===== src/hw/rtl/wav_hdr_pkg.sv =====
package wav_hdr_pkg;

  localparam logic [31:0] TAG_RIFF = 32'h4646_4952;
  localparam logic [31:0] TAG_WAVE = 32'h4556_4157;
  localparam logic [31:0] TAG_DATA = 32'h6174_6164;

  localparam logic [2:0] STATUS_OK        = 3'd0;
  localparam logic [2:0] STATUS_NOT_RIFF  = 3'd1;
  localparam logic [2:0] STATUS_NOT_WAVE  = 3'd2;
  localparam logic [2:0] STATUS_NO_DATA   = 3'd3;
  localparam logic [2:0] STATUS_SHORT_FMT = 3'd4;

  typedef struct packed {
    logic [2:0]  status;
    logic [31:0] riff_size;
    logic [15:0] format_tag;
    logic [15:0] channels;
    logic [31:0] sample_rate;
    logic [31:0] bytes_per_second;
    logic [15:0] block_align;
    logic [15:0] bits_per_sample;
    logic [31:0] data_offset;
    logic [31:0] data_size;
  } result_t;

endpackage


===== src/hw/rtl/wav_header_parser_unit.sv =====
// Channel  | Dir | tdata                                  | tuser       | tlast
// s_axis   | in  | file_byte[7:0]                         | first_byte  | last_byte
// m_axis   | out | riff_size .. data_size (224 bits)      | status[2:0] | -
//
// One byte is taken per cycle while s_axis_tready is high; the header state is updated in the same cycle.
// A result is registered (in the skid if the output register still waits) before it shows on m_axis.
// A two-entry output (register plus skid) keeps s_axis_tready high while one
// result waits; only a second pending result stalls the input.
// rst is synchronous and puts the parser in the state that expects byte 0.
module wav_header_parser_unit (
  input  logic         clk,
  input  logic         rst,
  input  logic         s_axis_tvalid,
  output logic         s_axis_tready,
  input  logic [7:0]   s_axis_tdata,   // [7:0] file_byte
  input  logic         s_axis_tuser,   // [0] first_byte
  input  logic         s_axis_tlast,   // last_byte
  output logic         m_axis_tvalid,
  input  logic         m_axis_tready,
  output logic [223:0] m_axis_tdata,   // riff_size, format_tag, channels, sample_rate,
                                       // bytes_per_second, block_align, bits_per_sample,
                                       // data_offset, data_size (lowest bit up)
  output logic [2:0]   m_axis_tuser    // [2:0] status
);

  localparam logic [3:0] PH_RIFF   = 4'd0;
  localparam logic [3:0] PH_RSIZE  = 4'd1;
  localparam logic [3:0] PH_WAVE   = 4'd2;
  localparam logic [3:0] PH_FMTID  = 4'd3;
  localparam logic [3:0] PH_FLEN   = 4'd4;
  localparam logic [3:0] PH_FIELDS = 4'd5;
  localparam logic [3:0] PH_SKIP   = 4'd6;
  localparam logic [3:0] PH_CID    = 4'd7;
  localparam logic [3:0] PH_CSIZE  = 4'd8;
  localparam logic [3:0] PH_DONE   = 4'd9;

  logic [3:0]  phase, phase_next;
  logic [31:0] byte_pos, byte_pos_next;
  logic [31:0] tag_shift, tag_shift_next;
  logic [31:0] gather, gather_next;
  logic [4:0]  sect_cnt, sect_cnt_next;
  logic [31:0] skip_rem, skip_rem_next;
  logic [31:0] fmt_len, fmt_len_next;
  logic [31:0] riff_size, riff_size_next;
  logic [15:0] format_tag, format_tag_next;
  logic [15:0] channels, channels_next;
  logic [31:0] rate, rate_next;
  logic [31:0] byte_rate, byte_rate_next;
  logic [15:0] align, align_next;
  logic [15:0] sample_bits, sample_bits_next;

  logic                 in_fire;
  logic                 res_fire;
  wav_hdr_pkg::result_t res;

  logic                 out_valid;
  wav_hdr_pkg::result_t out_data;
  logic                 skid_valid;
  wav_hdr_pkg::result_t skid_data;

  assign s_axis_tready = !skid_valid;
  assign in_fire       = s_axis_tvalid && s_axis_tready;

  always_comb begin
    logic [3:0]  ph;
    logic [4:0]  cnt_inc;
    logic        done4;
    logic        have_status;
    logic        idle_step;
    logic [2:0]  st;
    logic [31:0] d_off;
    logic [31:0] d_size;

    if (s_axis_tuser) begin
      ph               = PH_RIFF;
      byte_pos_next    = '0;
      tag_shift_next   = '0;
      gather_next      = '0;
      sect_cnt_next    = '0;
      skip_rem_next    = '0;
      fmt_len_next     = '0;
      riff_size_next   = '0;
      format_tag_next  = '0;
      channels_next    = '0;
      rate_next        = '0;
      byte_rate_next   = '0;
      align_next       = '0;
      sample_bits_next = '0;
    end else begin
      ph               = phase;
      byte_pos_next    = byte_pos;
      tag_shift_next   = tag_shift;
      gather_next      = gather;
      sect_cnt_next    = sect_cnt;
      skip_rem_next    = skip_rem;
      fmt_len_next     = fmt_len;
      riff_size_next   = riff_size;
      format_tag_next  = format_tag;
      channels_next    = channels;
      rate_next        = rate;
      byte_rate_next   = byte_rate;
      align_next       = align;
      sample_bits_next = sample_bits;
    end
    phase_next  = ph;
    have_status = 1'b0;
    idle_step   = 1'b0;
    st          = wav_hdr_pkg::STATUS_OK;
    d_off       = '0;
    d_size      = '0;

    if (ph == PH_RIFF || ph == PH_WAVE || ph == PH_FMTID || ph == PH_CID) begin
      tag_shift_next = {s_axis_tdata, tag_shift_next[31:8]};
    end else if (ph != PH_DONE) begin
      gather_next = {s_axis_tdata, gather_next[31:8]};
    end

    cnt_inc = sect_cnt_next + 5'd1;
    done4   = (cnt_inc >= 5'd4);

    case (ph)
      PH_RIFF, PH_RSIZE, PH_WAVE, PH_FMTID, PH_FLEN, PH_CID, PH_CSIZE: begin
        sect_cnt_next = done4 ? 5'd0 : cnt_inc;
        if (done4) begin
          case (ph)
            PH_RIFF: begin
              if (tag_shift_next != wav_hdr_pkg::TAG_RIFF) begin
                have_status = 1'b1;
                st          = wav_hdr_pkg::STATUS_NOT_RIFF;
              end else begin
                phase_next = PH_RSIZE;
              end
            end
            PH_RSIZE: begin
              riff_size_next = gather_next;
              phase_next     = PH_WAVE;
            end
            PH_WAVE: begin
              if (tag_shift_next != wav_hdr_pkg::TAG_WAVE) begin
                have_status = 1'b1;
                st          = wav_hdr_pkg::STATUS_NOT_WAVE;
              end else begin
                phase_next = PH_FMTID;
              end
            end
            PH_FMTID: phase_next = PH_FLEN;
            PH_FLEN: begin
              fmt_len_next = gather_next;
              if (gather_next < 32'd16) begin
                have_status = 1'b1;
                st          = wav_hdr_pkg::STATUS_SHORT_FMT;
              end else begin
                phase_next = PH_FIELDS;
              end
            end
            PH_CID: phase_next = PH_CSIZE;
            default: begin
              if (tag_shift_next == wav_hdr_pkg::TAG_DATA) begin
                have_status = 1'b1;
                st          = wav_hdr_pkg::STATUS_OK;
                d_size      = gather_next;
                d_off       = byte_pos_next + 32'd1;
              end else begin
                skip_rem_next = gather_next;
                phase_next    = (gather_next != '0) ? PH_SKIP : PH_CID;
              end
            end
          endcase
        end
      end
      PH_FIELDS: begin
        case (sect_cnt_next)
          5'd1:    format_tag_next  = gather_next[31:16];
          5'd3:    channels_next    = gather_next[31:16];
          5'd7:    rate_next        = gather_next;
          5'd11:   byte_rate_next   = gather_next;
          5'd13:   align_next       = gather_next[31:16];
          5'd15:   sample_bits_next = gather_next[31:16];
          default: ;
        endcase
        if (cnt_inc >= 5'd16) begin
          sect_cnt_next = '0;
          skip_rem_next = fmt_len_next - 32'd16;
          phase_next    = (fmt_len_next != 32'd16) ? PH_SKIP : PH_CID;
        end else begin
          sect_cnt_next = cnt_inc;
        end
      end
      PH_SKIP: begin
        skip_rem_next = skip_rem_next - 32'd1;
        if (skip_rem_next == 32'd0) begin
          phase_next = PH_CID;
        end
      end
      PH_DONE: idle_step = 1'b1;
      default: begin
        idle_step  = 1'b1;
        phase_next = PH_DONE;
      end
    endcase

    if (!idle_step) begin
      byte_pos_next = byte_pos_next + 32'd1;
      if (!have_status && s_axis_tlast) begin
        have_status = 1'b1;
        st          = wav_hdr_pkg::STATUS_NO_DATA;
      end
      if (have_status) begin
        phase_next = PH_DONE;
      end
    end

    res_fire             = have_status;
    res.status           = st;
    res.riff_size        = riff_size_next;
    res.format_tag       = format_tag_next;
    res.channels         = channels_next;
    res.sample_rate      = rate_next;
    res.bytes_per_second = byte_rate_next;
    res.block_align      = align_next;
    res.bits_per_sample  = sample_bits_next;
    res.data_offset      = d_off;
    res.data_size        = d_size;
  end

  always_ff @(posedge clk) begin
    if (rst) begin
      phase       <= PH_RIFF;
      byte_pos    <= '0;
      tag_shift   <= '0;
      gather      <= '0;
      sect_cnt    <= '0;
      skip_rem    <= '0;
      fmt_len     <= '0;
      riff_size   <= '0;
      format_tag  <= '0;
      channels    <= '0;
      rate        <= '0;
      byte_rate   <= '0;
      align       <= '0;
      sample_bits <= '0;
    end else if (in_fire) begin
      phase       <= phase_next;
      byte_pos    <= byte_pos_next;
      tag_shift   <= tag_shift_next;
      gather      <= gather_next;
      sect_cnt    <= sect_cnt_next;
      skip_rem    <= skip_rem_next;
      fmt_len     <= fmt_len_next;
      riff_size   <= riff_size_next;
      format_tag  <= format_tag_next;
      channels    <= channels_next;
      rate        <= rate_next;
      byte_rate   <= byte_rate_next;
      align       <= align_next;
      sample_bits <= sample_bits_next;
    end
  end

  // output register plus skid; input stalls only when both hold a result
  always_ff @(posedge clk) begin
    if (rst) begin
      out_valid  <= 1'b0;
      skid_valid <= 1'b0;
    end else if (in_fire && res_fire) begin
      if (!out_valid || m_axis_tready) begin
        out_valid <= 1'b1;
      end else begin
        skid_valid <= 1'b1;
      end
    end else if (out_valid && m_axis_tready) begin
      if (skid_valid) begin
        skid_valid <= 1'b0;
      end else begin
        out_valid <= 1'b0;
      end
    end
  end

  always_ff @(posedge clk) begin
    if (in_fire && res_fire) begin
      if (!out_valid || m_axis_tready) begin
        out_data <= res;
      end else begin
        skid_data <= res;
      end
    end else if (out_valid && m_axis_tready && skid_valid) begin
      out_data <= skid_data;
    end
  end

  assign m_axis_tvalid = out_valid;
  assign m_axis_tuser  = out_data.status;
  assign m_axis_tdata  = {out_data.data_size, out_data.data_offset,
                          out_data.bits_per_sample, out_data.block_align,
                          out_data.bytes_per_second, out_data.sample_rate,
                          out_data.channels, out_data.format_tag,
                          out_data.riff_size};

  a_skid_implies_out: assert property (@(posedge clk) disable iff (rst)
    skid_valid |-> out_valid)
    else $error("skid holds a beat while output register is empty");

  a_result_shows: assert property (@(posedge clk) disable iff (rst)
    (in_fire && res_fire) |=> m_axis_tvalid)
    else $error("result beat not presented");

  a_done_after_result: assert property (@(posedge clk) disable iff (rst)
    (in_fire && res_fire) |=> (phase == PH_DONE))
    else $error("parser not parked after result");

  a_status_range: assert property (@(posedge clk) disable iff (rst)
    m_axis_tvalid |-> (m_axis_tuser <= wav_hdr_pkg::STATUS_SHORT_FMT))
    else $error("status code out of range");

endmodule


===== config.mk =====
export PLATFORM = sky130hd
export DESIGN_NAME = wav_header_parser_unit
export DESIGN_NICKNAME = d
export VERILOG_FILES = /design/src/hw/rtl/wav_hdr_pkg.sv /design/src/hw/rtl/wav_header_parser_unit.sv
export SDC_FILE = /design/constraint.sdc
export NUM_CORES = 2
export LEC_CHECK = 0
export BUFFER_PORTS_ARGS = -buffer_cell sky130_fd_sc_hd__buf_4
export CELL_PAD_IN_SITES_DETAIL_PLACEMENT = 1
export CELL_PAD_IN_SITES_GLOBAL_PLACEMENT = 1
export CORE_MARGIN = 1.5
export CORE_UTILIZATION = 39
export CTS_CLUSTER_DIAMETER = 60
export CTS_CLUSTER_SIZE = 28
export DETAILED_ROUTE_END_ITERATION = 8
export GPL_TIMING_DRIVEN = 0
export PLACE_DENSITY_LB_ADDON = 0.1
export SYNTH_ARGS = -nofsm -noshare
export SYNTH_HDL_FRONTEND = slang
export SYNTH_SLANG_ARGS = --single-unit
export TNS_END_PERCENT = 50

===== constraint.sdc =====
create_clock -name clk -period 42.2 [get_ports clk]
set_clock_uncertainty 0.1 [all_clocks]
set_input_delay 4.22 -clock clk [delete_from_list [all_inputs] [get_ports clk]]
set_output_delay 4.22 -clock clk [all_outputs]
set_load 0.01 [all_outputs]

# After elaboration in Yosys (flattened, before gate mapping)
# Index checks and enable logic that the tools add are counted.
# totals
output_inout_bits	229
inputBits	14
elab_cells	185
regBits	785
# op_classes
muxes	93
magnitude_cmp	3
addsub	4
n_eq_ne	23
bitwise_logic	1
n_reduce_logical	25
# ops
cell	n
$mux 32	34
$mux 227	3
$mux 16	12
$pmux 32 s3	1
$ne 32x31->1 const B	2
$mux 4	10
$add 32x1->32 const B	1
$eq 32x31->1 const B	1
$logic_not 32->1	1
$lt 32x5->1 const B	1
$ne 32x5->1 const B	1
$reduce_bool 32->1	1
$sub 32x1->32 const B	1
$sub 32x5->32 const B	1
$pmux 4 s6	1
$mux 1	19
$eq 4x3->1 const B	4
$pmux 4 s4	1
$eq 5x4->1 const B	3
$mux 3	5
$mux 5	3
$pmux 5 s2	1
$pmux 3 s3	1
$reduce_or 9->1	1
25 further kinds	40

# Logic depth before layout (Yosys ltp)
# logic_depth
ltp_word	19
depth_mapped	22
mapped_depth_nobuf	15

# Least setup slack after synthesis
# OpenSTA, ideal clock, no wires.
# synth_path
path_type	input -> register
from	input port s_axis_tuser
to	register out_data (netlist bit m_axis_tdata[0]), enable pin
stages	20
required_ns	41.211
n_path_buf	8
setup_time_ns	0.889
path_slack_ns	22.240
t_arrival_ns	18.971
path_cell_list	clkbuf_1 clkbuf_1 clkbuf_1 clkbuf_1 clkbuf_1 clkbuf_1 clkbuf_1 nor2b_1 ha_1 inv_1 nor2_1 and3_1 ha_1 and2_1 nor2_1 o21ai_1 a31o_1 buf_4 a21o_1 a21oi_1
# synth_via
elab_chain_cells	19
elab_cells_between_ends	45
cone_classes	1 x add/sub; 2 x order compare; 13 x eq/ne; 17 x mux; 12 x reduce/logical
# synth_lines
item	line_no	rtl
from (decl)	wav_header_parser_unit.sv:16	input logic s_axis_tuser,
$mux 4	wav_header_parser_unit.sv:74	if (s_axis_tuser) begin
$eq 4x2->1 or $logic_not 4->1 (tied branches)	wav_header_parser_unit.sv:112, wav_header_parser_unit.sv:121, wav_header_parser_unit.sv:125	
$logic_or 1x1->1 (3 in a row)	wav_header_parser_unit.sv:112	if (ph == PH_RIFF || ph == PH_WAVE || ph == PH_FMTID || ph == PH_CID) begin
$mux 32	wav_header_parser_unit.sv:112	
$lt 32x5->1, or another cell as far along	wav_header_parser_unit.sv:149	if (gather_next < 32'd16) begin
$mux 1, on equally long branches	n/a	
$pmux 1 s4	wav_header_parser_unit.sv:125	case (ph)
$mux 1	wav_header_parser_unit.sv:124	if (done4) begin
$mux 1	wav_header_parser_unit.sv:121	case (ph)
$logic_not 1->1	wav_header_parser_unit.sv:204	if (!have_status && s_axis_tlast) begin
$logic_and 1x1->1	wav_header_parser_unit.sv:204	
$mux 1	wav_header_parser_unit.sv:204	
$mux 1	wav_header_parser_unit.sv:202	if (!idle_step) begin
$mux 1 (*)	wav_header_parser_unit.sv:202	
$logic_and 1x1->1 (*)	wav_header_parser_unit.sv:281	if (in_fire && res_fire) begin
$ne 2x1->1 (no line) or $reduce_bool 2->1 (tied branches)	n/a	
$reduce_and 2->1 (no line) (*)	n/a	
to (signal assigned)	wav_header_parser_unit.sv:283	out_data <= res;
to (signal assigned)	wav_header_parser_unit.sv:288	out_data <= skid_data;
to (decl)	wav_header_parser_unit.sv:57	wav_hdr_pkg::result_t out_data;
# Mark *: on every way between the ends. The rest lies on a longest branch, timed or not. The select of a mux whose other input is x is not followed.
# A chain may end at the register's enable or synchronous reset.

# Worst setup path after layout
# layout_path
from	input port s_axis_tuser
to	register skid_data[132] (netlist name), enable pin
# layout_via
elab_chain_cells	18
elab_cells_between_ends	43
cone_classes	1 x add/sub; 2 x order compare; 12 x eq/ne; 17 x mux; 11 x reduce/logical
# layout_lines
item	line_no	rtl
$mux 4	wav_header_parser_unit.sv:74	
$eq 4x2->1 or $logic_not 4->1 (tied branches)	wav_header_parser_unit.sv:112, wav_header_parser_unit.sv:121, wav_header_parser_unit.sv:125	
$logic_or 1x1->1 (3 in a row)	wav_header_parser_unit.sv:112	
$mux 32	wav_header_parser_unit.sv:112	
$lt 32x5->1, or another cell as far along	wav_header_parser_unit.sv:149	
$mux 1, on equally long branches	n/a	
$pmux 1 s4	wav_header_parser_unit.sv:125	
$mux 1	wav_header_parser_unit.sv:124	
$mux 1	wav_header_parser_unit.sv:121	
$logic_not 1->1	wav_header_parser_unit.sv:204	
$logic_and 1x1->1	wav_header_parser_unit.sv:204	
$mux 1	wav_header_parser_unit.sv:204	
$mux 1	wav_header_parser_unit.sv:202	
$mux 1 (*)	wav_header_parser_unit.sv:202	
$logic_and 1x1->1 (*)	wav_header_parser_unit.sv:281	
$reduce_and 2->1 (no line) (*)	n/a	
to (signal assigned)	wav_header_parser_unit.sv:285	skid_data <= res;
to (decl)	wav_header_parser_unit.sv:59	wav_hdr_pkg::result_t skid_data;
# Marks and branches as above.

==> flow_metrics.py <==
metrics = {
    "run_status": {
        "outcome": "finished, final reports clean",
    },
    "setup_path": {
        "cp_max_fo": 56,
        "crit_type": "in2reg",
        "r2r_end": "skid_data[132]",
        "startpoint_type": "input pin",
        "rrSetupSlack_ns": 36.44,
        "critPathArrivalTime_ns": 13.80,
        "crit_start": "s_axis_tuser",
        "crit_path_end_kind": "flip-flop",
        "r2r_cells": 15,
        "required_ns": 42.42,
        "reg2reg_from": "phase[3]",
    },
    "global_routing": {
        "antenna_found_initial": 3,
        "grt_pass1_vias": 30090,
        "gr-total-overflow": 0,
        "grt_use_total_pct": 29.54,
        "grt_pass1_wl_um": 206900,
        "grt_max_degree": 65,
    },
    "synth": {
        "ys_types": 87,
        "ys_warn_count": 0,
        "synth-edff-count": 454,
        "synth_top_flop_cell": "edfxtp_1",
        "ys_ff_latch": 785,
        "synth-simple-area-share_pct": 18.29,
        "synth_fa_ha_area_share_pct": 0.2769,
        "ys_seq_area_share_pct": 56.05,
        "syn-num-nets": 3587,
        "synth.area.mux_share_pct": 8.985,
        "synth_top_family_by_area": "simple AND/OR/NAND/NOR gates",
        "synthArstFlopShare_pct": 0,
        "syn_avg_cell_area_um2": 10.14,
        "synth_cells": 3565,
        "synthesis.area_mm2": 0.03615,
        "synth-compound-area-share_pct": 11.16,
        "synth_xor_area_share_pct": 1.430,
    },
    "power": {
        "power_frac_comb_pct": 10.2,
        "switching_power_uw": 508.5,
        "peakVddDrop_uv": 32.87,
        "switching_share_pct": 28.64,
        "clockPowerShare_pct": 42.2,
        "pwr-share-seq_pct": 47.5,
        "internal-power_mw": 1.267,
        "leakage_nw": 14.54,
        "p_per_area_mw_per_mm2": 41.74,
    },
    "final_layout": {
        "drive_gt1_share_pct": 12.10,
        "post-route-util_pct": 46.34,
        "fill_cells": 10180,
        "fin_nets": 3916,
        "fin_cells": 5202,
        "area_delta_synth_final_pct": 17.68,
    },
    "sta": {
        "setup_tns_ns": 0,
        "slew_violations": 0,
        "period_share_pct": 32.18,
        "tightest_slew_ns": 1.396,
        "hold_violations": 0,
        "maxSlewHeadroom_pct": 6.935,
        "setup_viol_count_final": 0,
        "rsz0062_at_grt": "no",
        "finalCriticalPeriod_ns": 13.58,
        "max_freq_mhz": 73.63,
    },
    "floorplanning": {
        "die_h_um": 307.4,
        "die_area_mm2": 0.09452,
        "dieWidth_um": 307.4,
        "core_area_mm2": 0.09180,
        "io_pins": 243,
        "num_rows": 111,
        "start_util_pct": 39.38,
    },
    "worst_hold_path": {
        "hold_depth": 2,
        "min_path_type": "reg2reg",
        "hold_path_end": "byte_rate[28]",
        "holdCritStartpoint": "byte_rate[28]",
    },
    "clock_tree": {
        "ctsResizeCount": 0,
        "cts_root_buffer": "clkbuf_16",
        "cts.clk_slew.worst_paths_ns": 0.09,
        "numCtsBuffers": 76,
        "cts_sinks": 785,
        "cts_tree": "yes",
        "htreeDepth": 3,
        "hold_buffers": 0,
        "clkLatencyLatePin_ns": 0.68,
        "cts_setup_buffers": 0,
        "cts_buffer_depth": 3,
    },
    "routing": {
        "ant_nets": 0,
        "drtPass1Iterations": 6,
        "vias": 30200,
        "wl_um": 141300,
        "first_iter_violations": 2877,
        "drc_errors": 0,
        "viasPerCell": 5.805,
        "wl_per_cell_um": 27.16,
    },
    "run": {
        "cap_violations": 0,
    },
    "place": {
        "place_hpwl_um": 99990,
        "io_buffers": 239,
        "numPlacedInstances": 5059,
        "routabilityCongestion": 0.9551,
    },
}
Yosys cell counts, drive strengths merged (12+ instances only):
| library cell | count | share of area, % |
|---|---|---|
| and2 | 18 | 0.31 |
| a31oi | 19 | 0.33 |
| clkbuf | 220 | 2.3 |
| nand2 | 322 | 3.3 |
| nor3b | 17 | 0.35 |
| nand2b | 12 | 0.21 |
| nor3 | 175 | 2.4 |
| nor2 | 548 | 5.7 |
| buf | 64 | 1.4 |
| or2 | 17 | 0.29 |
| xor2 | 21 | 0.51 |
| inv | 14 | 0.15 |
| a21oi | 222 | 3.1 |
| mux2 | 244 | 7.6 |
| dfxtp | 331 | 18 |
| a211oi | 17 | 0.35 |
| edfxtp | 454 | 38 |
| xnor2 | 38 | 0.92 |
| nor4 | 37 | 0.68 |
| or3 | 14 | 0.24 |
| nand4 | 17 | 0.29 |
| mux2i | 50 | 1.4 |
| nand3 | 159 | 2.2 |
| a22oi | 67 | 1.4 |
| and3 | 24 | 0.42 |
| o21ai | 238 | 3.3 |
| nor2b | 38 | 0.66 |
power by group through the flow:
| stage | Clock [mW] | Combinational, mW | Sequential, mW |
|---|---|---|---|
| finish | 0.750 | 0.182 | 0.844 |
| global route | 0.791 | 0.193 | 0.846 |
| CTS | 0.765 | 0.180 | 0.844 |
| detailed placement | 0 | 0.179 | 0.861 |
| global placement | 0 | 0.175 | 0.870 |
| floorplan | 0 | 0.0931 | 0.870 |
critical path, stage by stage:
cell      delay (ns)
clkbuf_1        0.40
clkbuf_1        0.60
clkbuf_1        0.84
clkbuf_1        0.79
clkbuf_1        0.72
clkbuf_1        0.75
clkbuf_1        0.86
nor2b_1         0.21
ha_1            0.34
inv_1           0.11
nor2_1          0.07
and3_1          0.25
ha_1            0.36
and2_1          0.26
nor2_1          0.36
o21ai_1         0.27
a31o_1          0.25
buf_4           0.17
a21oi_4         0.34
buf_6           0.24
buf_6           0.22
and2_4          0.33
buf_16          0.30
buf_16          0.30
kinds of logic after synthesis:
| family | Yosys count |
|---|---|
| and+or+nand+nor | 1444 |
| DFF | 785 |
| AOI/OAI and AO/OA | 675 |
| buffers and inverters | 300 |
| muxes | 294 |
| xor gates and xnor gates | 59 |
| adders and majority gates | 8 |
per-layer routing:
metal  track usage (%)  wire [um]
met1             41.26      63210
met2             46.24      63670
met3             4.659       9434
met4             10.79       4954
met5                 0         14
worst max path at each step:
stage | to | slack (ns) | cells past startpoint
2_1_floorplan | m_axis_tdata[0] | 22.24 | 20
3_3_place_gp | m_axis_tdata[12] | 13.22 | 20
3_5_place_dp | skid_data[132] | 28.30 | 24
4_1_cts | skid_data[132] | 28.99 | 24
5_1_grt | skid_data[26] | 28.57 | 24
6_report | skid_data[132] | 28.62 | 24
cell type report:
class | instances | area (um2) | area share, %
clock buffer | 81 | 1984 | 4.665
sequential | 785 | 20260 | 47.62
buffer | 284 | 1321 | 3.106
multi-input combinational | 2480 | 14520 | 34.14
tap | 1243 | 1555 | 3.656
antenna | 1 | 2.502 | 0.005883
timing repair buffer | 251 | 2072 | 4.871
inverter | 16 | 60.06 | 0.1412
clock inverter | 61 | 760.7 | 1.788
layout by cell type, fill, tap and decap left out, types with 17 or more instances in the layout:
cell / count
edfxtp_1: 454
nor2_1: 547
clkbuf_1: 221
or2_2: 17
a31oi_1: 19
nand3_1: 159
nor4_1: 36
clkinv_8: 17
nand2_1: 322
nand4_1: 17
nor2b_1: 38
xnor2_1: 38
mux2_2: 19
nor3b_1: 17
mux2_1: 225
a21oi_1: 220
dfxtp_1: 331
a22oi_1: 67
xor2_1: 21
buf_4: 242
nor3_1: 174
o21ai_0: 232
mux2i_1: 50
clkbuf_16: 79
a211oi_1: 17
and3_1: 24
buf_1: 28
state kept, by name, summed over array words and instances, names as in the netlist, 5 cells and up:
| name | flops |
|---|---|
| m_axis_tdata | 224 |
| sect_cnt | 5 |
| channels | 16 |
| align | 16 |
| skid_data | 227 |
| skip_rem | 32 |
| rate | 32 |
| tag_shift | 32 |
| byte_pos | 32 |
| sample_bits | 16 |
| byte_rate | 32 |
| fmt_len | 32 |
| riff_size | 32 |
| gather | 32 |
| format_tag | 16 |
per-stage QoR:
step           total power [mW]  hold slack, ns  area (um2)  setup WS (ns)
2_1_floorplan            0.9627          0.3329       36150          22.24
3_3_place_gp              1.044          0.3418       39500          13.22
3_5_place_dp              1.040          0.3470       39790          28.30
4_1_cts                   1.789          0.3591       42540          28.99
5_1_grt                   1.831          0.3801       42540          28.57
6_report                  1.776          0.3569       42540          28.62
Power figures use the tool's default switching activity.
